`src/sv/smpd_pkg.sv`:
```
// Shared types and constants for the serial mouse packet decoder.
// No dependencies; used by every module of the block.
`timescale 1ns / 1ps
`default_nettype none

package smpd_pkg;

    // header marker bit of the byte stream
    localparam int unsigned HdrBit = 6;

    // frame phases
    localparam logic [1:0] PH_HUNT = 2'd0;
    localparam logic [1:0] PH_B2   = 2'd1;
    localparam logic [1:0] PH_B3   = 2'd2;
    localparam logic [1:0] PH_HELD = 2'd3;

    // input kinds carried in tuser
    localparam logic OP_BYTE = 1'b0;
    localparam logic OP_IDLE = 1'b1;

    // event codes
    localparam logic [3:0] EV_LEFT_UP  = 4'd0;
    localparam logic [3:0] EV_LEFT_DN  = 4'd1;
    localparam logic [3:0] EV_MID_UP   = 4'd2;
    localparam logic [3:0] EV_MID_DN   = 4'd3;
    localparam logic [3:0] EV_RIGHT_UP = 4'd4;
    localparam logic [3:0] EV_RIGHT_DN = 4'd5;
    localparam logic [3:0] EV_MID2_UP  = 4'd6;
    localparam logic [3:0] EV_MID2_DN  = 4'd7;
    localparam logic [3:0] EV_MOTION   = 4'd8;
    localparam logic [3:0] EV_NONE     = 4'd9;

    // one closed packet, as handed from the framer to the decoder
    typedef struct packed {
        logic [6:0] header;
        logic [5:0] x_low;
        logic [5:0] y_low;
        logic [1:0] extra;   // bit1 middle, bit0 second middle
    } packet_t;

endpackage

`default_nettype wire

```
`src/sv/smpd_framer.sv`:
```
// Packet framer: tracks the frame phase and collects header, X, Y and fourth byte.
// Depends on smpd_pkg.
`timescale 1ns / 1ps
`default_nettype none

module smpd_framer (
    input  wire logic             aclk,
    input  wire logic             aresetn,
    input  wire logic             fire,      // registered item is processed this cycle
    input  wire logic             op,
    input  wire logic [7:0]       rx_byte,
    output logic                  close,     // item closes a held packet
    output smpd_pkg::packet_t     pkt
);

    logic [1:0] phase_reg, phase_next;
    logic [6:0] header_reg, header_next;
    logic [5:0] x_reg, x_next;
    logic [5:0] y_reg, y_next;
    logic [1:0] extra_reg, extra_next;

    logic idle;
    logic hdr;

    assign idle = (op == smpd_pkg::OP_IDLE);
    assign hdr  = rx_byte[smpd_pkg::HdrBit];

    always_comb begin
        phase_next  = phase_reg;
        header_next = header_reg;
        x_next      = x_reg;
        y_next      = y_reg;
        extra_next  = extra_reg;
        close       = 1'b0;
        if (phase_reg == smpd_pkg::PH_HELD) begin
            close = 1'b1;
            if (idle) begin
                phase_next = smpd_pkg::PH_HUNT;
            end else if (hdr) begin
                header_next = rx_byte[6:0];
                phase_next  = smpd_pkg::PH_B2;
            end else begin
                extra_next = rx_byte[5:4];
                phase_next = smpd_pkg::PH_HUNT;
            end
        end else if (!idle) begin
            if (hdr) begin
                // early header restarts the packet
                header_next = rx_byte[6:0];
                phase_next  = smpd_pkg::PH_B2;
            end else begin
                case (phase_reg)
                    smpd_pkg::PH_B2: begin
                        x_next     = rx_byte[5:0];
                        phase_next = smpd_pkg::PH_B3;
                    end
                    smpd_pkg::PH_B3: begin
                        y_next     = rx_byte[5:0];
                        phase_next = smpd_pkg::PH_HELD;
                    end
                    default: begin
                        // stray byte while hunting is dropped
                        phase_next = phase_reg;
                    end
                endcase
            end
        end
    end

    // fourth byte is used by the packet it closes; a header or idle uses the old one
    always_comb begin
        pkt.header = header_reg;
        pkt.x_low  = x_reg;
        pkt.y_low  = y_reg;
        pkt.extra  = (!idle && !hdr) ? rx_byte[5:4] : extra_reg;
    end

    always_ff @(posedge aclk) begin
        if (!aresetn) begin
            phase_reg  <= smpd_pkg::PH_HUNT;
            header_reg <= 7'd0;
            x_reg      <= 6'd0;
            y_reg      <= 6'd0;
            extra_reg  <= 2'd0;
        end else if (fire) begin
            phase_reg  <= phase_next;
            header_reg <= header_next;
            x_reg      <= x_next;
            y_reg      <= y_next;
            extra_reg  <= extra_next;
        end
    end

endmodule

`default_nettype wire

```
`src/sv/smpd_decode.sv`:
```
// Packet decoder: motion, button state and prioritized event, into the result register.
// Depends on smpd_pkg.
`timescale 1ns / 1ps
`default_nettype none

module smpd_decode (
    input  wire logic                    aclk,
    input  wire logic                    aresetn,
    input  wire logic                    fire,
    input  wire logic                    close,
    input  wire smpd_pkg::packet_t       pkt,
    input  wire logic                    out_free,   // result register may be loaded
    output logic                         res_valid,
    output logic [3:0]                   event_res,
    output logic signed [7:0]            delta_x,
    output logic signed [7:0]            delta_y,
    output logic [3:0]                   buttons
);

    logic [3:0] last_buttons_reg;
    logic       valid_reg;
    logic [3:0] event_reg, event_next;
    logic [7:0] dx_reg, dx_next;
    logic [7:0] dy_reg, dy_next;
    logic [3:0] buttons_reg, buttons_next;

    logic [3:0] diff;
    logic       emit;

    assign emit = fire && close;

    always_comb begin
        buttons_next = {pkt.extra[0], pkt.header[4], pkt.extra[1], pkt.header[5]};
        dx_next      = {pkt.header[1:0], pkt.x_low};
        dy_next      = {pkt.header[3:2], pkt.y_low};
        diff         = buttons_next ^ last_buttons_reg;
        // left, middle, second middle, right, then motion
        if (diff[0]) begin
            event_next = buttons_next[0] ? smpd_pkg::EV_LEFT_DN : smpd_pkg::EV_LEFT_UP;
        end else if (diff[1]) begin
            event_next = buttons_next[1] ? smpd_pkg::EV_MID_DN : smpd_pkg::EV_MID_UP;
        end else if (diff[3]) begin
            event_next = buttons_next[3] ? smpd_pkg::EV_MID2_DN : smpd_pkg::EV_MID2_UP;
        end else if (diff[2]) begin
            event_next = buttons_next[2] ? smpd_pkg::EV_RIGHT_DN : smpd_pkg::EV_RIGHT_UP;
        end else if (dx_next != 8'd0 || dy_next != 8'd0) begin
            event_next = smpd_pkg::EV_MOTION;
        end else begin
            event_next = smpd_pkg::EV_NONE;
        end
    end

    always_ff @(posedge aclk) begin
        if (!aresetn) begin
            last_buttons_reg <= 4'd0;
            valid_reg        <= 1'b0;
        end else begin
            if (emit) begin
                last_buttons_reg <= buttons_next;
            end
            if (out_free) begin
                valid_reg <= emit;
            end
        end
    end

    always_ff @(posedge aclk) begin
        if (emit) begin
            event_reg   <= event_next;
            dx_reg      <= dx_next;
            dy_reg      <= dy_next;
            buttons_reg <= buttons_next;
        end
    end

    assign res_valid = valid_reg;
    assign event_res = event_reg;
    assign delta_x   = dx_reg;
    assign delta_y   = dy_reg;
    assign buttons   = buttons_reg;

endmodule

`default_nettype wire

```
`src/sv/serial_mouse_packet_decoder.sv`:
```
// Serial mouse packet decoder, top level: input register, framer and decoder.
// Depends on smpd_pkg, smpd_framer and smpd_decode.
// Accepts one beat per cycle, a received byte or an idle-gap marker (s_tuser), as long
// as results are taken when offered. While a result waits on m_* with m_tready low,
// nothing is processed: the input register holds its beat, and s_tready is low once
// a beat is held, until the result is taken. An accepted beat sits in the input register
// and is processed by the framer and decoder into the result register, which drives
// m_tvalid, once that register is free or its result is taken. A held three-byte
// packet is closed by the next beat of any kind: a non-header byte
// becomes its fourth byte, a header or idle gap reuses the previous fourth byte.
// Stray bytes and incomplete packets produce no result.
`timescale 1ns / 1ps
`default_nettype none

module serial_mouse_packet_decoder (
    input  wire logic        aclk,
    input  wire logic        aresetn,
    input  wire logic        s_tvalid,
    output logic             s_tready,
    input  wire logic [7:0]  s_tdata,    // [7:0] rx_byte
    input  wire logic [0:0]  s_tuser,    // [0] op
    output logic             m_tvalid,
    input  wire logic        m_tready,
    output logic [23:0]      m_tdata,    // [7:0] delta_x, [15:8] delta_y, [19:16] buttons
    output logic [3:0]       m_tuser     // [3:0] event_res
);

    logic       in_valid_reg;
    logic       op_reg;
    logic [7:0] byte_reg;

    logic       out_free;
    logic       fire;
    logic       close;
    smpd_pkg::packet_t pkt;

    logic        res_valid;
    logic [3:0]  event_res;
    logic signed [7:0] delta_x;
    logic signed [7:0] delta_y;
    logic [3:0]  buttons;

    assign out_free = !res_valid || m_tready;
    assign fire     = in_valid_reg && out_free;
    assign s_tready = !in_valid_reg || fire;

    always_ff @(posedge aclk) begin
        if (!aresetn) begin
            in_valid_reg <= 1'b0;
        end else if (s_tready) begin
            in_valid_reg <= s_tvalid;
        end
    end

    always_ff @(posedge aclk) begin
        if (s_tvalid && s_tready) begin
            op_reg   <= s_tuser[0];
            byte_reg <= s_tdata;
        end
    end

    smpd_framer u_framer (
        .aclk    (aclk),
        .aresetn (aresetn),
        .fire    (fire),
        .op      (op_reg),
        .rx_byte (byte_reg),
        .close   (close),
        .pkt     (pkt)
    );

    smpd_decode u_decode (
        .aclk      (aclk),
        .aresetn   (aresetn),
        .fire      (fire),
        .close     (close),
        .pkt       (pkt),
        .out_free  (out_free),
        .res_valid (res_valid),
        .event_res (event_res),
        .delta_x   (delta_x),
        .delta_y   (delta_y),
        .buttons   (buttons)
    );

    assign m_tvalid = res_valid;
    assign m_tdata  = {4'd0, buttons, delta_y, delta_x};
    assign m_tuser  = event_res;

endmodule

`default_nettype wire

```
`config.mk`:
```
export PLATFORM = sky130hd
export DESIGN_NAME = serial_mouse_packet_decoder
export DESIGN_NICKNAME = d
export VERILOG_FILES = /design/src/sv/smpd_pkg.sv /design/src/sv/smpd_framer.sv /design/src/sv/smpd_decode.sv /design/src/sv/serial_mouse_packet_decoder.sv
export SDC_FILE = /design/constraint.sdc
export NUM_CORES = 1
export LEC_CHECK = 0
export ABC_AREA = 1
export BUFFER_PORTS_ARGS = -buffer_cell sky130_fd_sc_hd__buf_2
export CAP_MARGIN = 25
export CORE_ASPECT_RATIO = 1.75
export CORE_MARGIN = 2
export CORE_UTILIZATION = 54
export CTS_CLUSTER_DIAMETER = 60
export DETAILED_ROUTE_END_ITERATION = 8
export PLACE_DENSITY_LB_ADDON = 0.05
export RECOVER_POWER = 50
export SYNTH_ARGS = -nofsm -noshare
export SYNTH_HDL_FRONTEND = slang
export SYNTH_SLANG_ARGS = --single-unit
export TNS_END_PERCENT = 50
```
`constraint.sdc`:
```
create_clock -name aclk -period 1.7 [get_ports aclk]
set_input_delay 0.255 -clock aclk [delete_from_list [all_inputs] [get_ports aclk]]
set_output_delay 0.255 -clock aclk [all_outputs]
set_load 0.05 [all_outputs]
```
==> results.yml <==
status:
  outcome: "finished, final reports clean"
sta:
  hold_ws_ns: 0.08763
  max-slew-margin-rel_pct: 60.07
  worst_slew_pin_slew_ns: 0.6015
  finalSetupViolations: 0
  fin_tns_setup_ns: 0
  hold_viol: 0
  setup_slack_ns: 0.2391
  fin_crit_ns: 1.461
  skew_ns: 0.004406
  fmax_mhz: 684.5
  period_share_pct: 85.94
  final_max_slew_viol_count: 0
  rsz0062_at_grt: "false"
grt:
  grt_start_max_net_pins: 28
  grt_usage_pct: 19.12
  grt_pass1_vias: 1493
  grt_pass1_wl_um: 6465
  gr-total-overflow: 0
  antenna_found_initial: 0
setup_path:
  criticalPathCategory: "reg -> reg"
  end_kind: "flop"
  crit_buf_inv: 2
  critPathRequiredTime_ns: 1.93
  critical_path_depth: 6
  worstPathCellList: "inv_2 -> nand2_4 -> nor3_4 -> inv_2 -> nor2_1 -> nor2_1"
  critPathLaunchType: "flop"
  ff2ff_path_depth: 6
  critPathMaxFanout: 9
  cpPeakStageDelay_ns: 0.48
  worstPathArrival_ns: 1.69
  critPathTopFamily: "simple AND/OR/NAND/NOR gates"
  cp_slowest_cell: "edfxtp_1"
final_layout:
  diodes: 0
  finalNonFillerCells: 330
  area_delta_synth_final_pct: 16.30
  layout_commonest_cell: "nor2_1"
  nFillCells: 361
  multi_input_area_um2: 685.7
  register_area_um2: 1521
  final_cell_mix: "nor2_1, edfxtp_1, dfxtp_1, o21ai_0, clkbuf_1"
  fin_nets: 289
  drive_gt1_share_pct: 16.73
clock_network:
  clk_pin_slew_worst_paths_ns: 0.06
  post_cts_resized: 0
  post-cts-setup-buffers: 0
  cts.path.max_buffers: 2
  cts.sinks: 60
  insertion_delay_ns: 0.34
  tritoncts: "done"
  cts-root-buf: "clkbuf_8"
  cts_made_buffers: 9
  htree_levels: 3
  hold_buffers: 0
power:
  powerDensity_nw_per_um2: 1071
  finalPower_mw: 2.916
  vdd_drop_max_v: 0.0008925
  power.leakage_nw: 1.065
drt:
  vias: 1639
  wire_per_inst_um: 11.97
  routed_wl_um: 3951
  dr.pass1.iters: 4
  drc: 0
  drtAntennaViolNets: 0
  drtIter0Drc: 26
  avgViaCountPerCell: 4.967
synth:
  syn_area_per_cell_um2: 10.18
  synth_xor_area_share_pct: 0
  syn_inst: 230
  ys.flop_type: "edfxtp_1"
  synth_seq_area_share_pct: 64.99
  yosys.area_share.simple_pct: 18.97
  muxShareOfSynthArea_pct: 0
  synthAdderAreaFrac_pct: 0
  synth_top_family_by_area: "simple AND/OR/NAND/NOR gates"
  synth_area_um2: 2341
  synth_edf_count: 32
  synth-compound-area-share_pct: 10.10
  synth.distinct_cells: 25
  yosys_register_bits: 60
  ys_warn_count: 0
  synthArstFlopShare_pct: 0
placement:
  io_buffers: 37
  place_inst: 314
  gp_congestion: 0.7903
  post-place-ws_ns: 0.2424
  hpwl_um: 2851
floorplanning:
  die_y_um: 91.10
  start_util_pct: 56.41
  die_w_um: 53.77
  io_pins: 43
  die_area_um2: 4898
  row_count: 31
  core_um2: 4150
worst_hold_path:
  holdCritPathClass: "in -> reg"
  hold_depth: 1
flow_run:
  maxCapViolations: 0
## routing by layer
layer  GRT usage, %  share of wire (%)  vias up
met1          20.87                 39      740
met3          3.454                4.6       13
met2          29.88                 52       42
met5              0                  0        -
li1               -                  -      844
met4          16.67                4.3        0
## Yosys cell counts (2+ instances only)
cell       n  share of area [%]
nor2_2     3               0.80
dfxtp_1   28                 24
nand3_1    4               0.86
nor2_4     3                1.4
o21ai_1    2               0.43
nand2_2    5                1.3
clkbuf_1   2               0.32
edfxtp_1  32                 41
o21ai_0   26                5.6
buf_4      4                1.3
nand3_2    2               0.86
a21oi_1   13                2.8
inv_1     22                3.5
inv_2      4               0.64
nand2_1   22                3.5
nand2_4    2               0.96
nor2_1    48                7.7
## cells by family (layout without fill, tap and decap cells)
logic type / Yosys count / in the layout
buffers and inverters: 32 / 80
other: 1 / 4
DFF: 60 / 60
AOI/OAI and AO/OA: 45 / 45
and+or+nand+nor: 92 / 92
## stage by stage
step | cell area, µm² | util [%]
final | 2723 | 65.60
after global routing | 2723 | 65.60
after CTS | 2765 | 66.63
after detailed placement | 2582 | 62.22
after global placement | 2582 | 62.22
after floorplan | 2354 | -
## final cells by class
cell class / count / share of cell area (%)
clock buffers: 10 / 4.687
clock inverters: 6 / 2.022
inverters: 26 / 3.585
multi-input cells: 141 / 25.18
flip-flops and latches: 60 / 55.88
well taps: 49 / 2.252
repair buffers: 38 / 6.388
## power by group
| part | total (mW) | switching (mW) | leakage, nW | internal, mW |
|---|---|---|---|---|
| clock network | 1.18 | 0.522 | 0.0911 | 0.661 |
| logic | 0.154 | 0.104 | 0.470 | 0.0494 |
| registers | 1.58 | 0.0285 | 0.505 | 1.55 |
## path summary, 6_finish.rpt
path                                                     start                             end  slack (ns)
worst max-delay path                     byte_reg[6]$_DFFE_PP_  u_framer.y_reg[3]$_SDFFE_PN0P_        0.24
worst min-delay path                                s_tdata[3]           byte_reg[3]$_DFFE_PP_        0.09
worst max register to register           byte_reg[6]$_DFFE_PP_  u_framer.y_reg[3]$_SDFFE_PN0P_        0.24
worst min register to register  u_framer.x_reg[1]$_SDFFE_PN0P_   u_decode.delta_x[1]$_DFFE_PP_        0.46
Note: power is estimated with default switching activity, not from simulation.
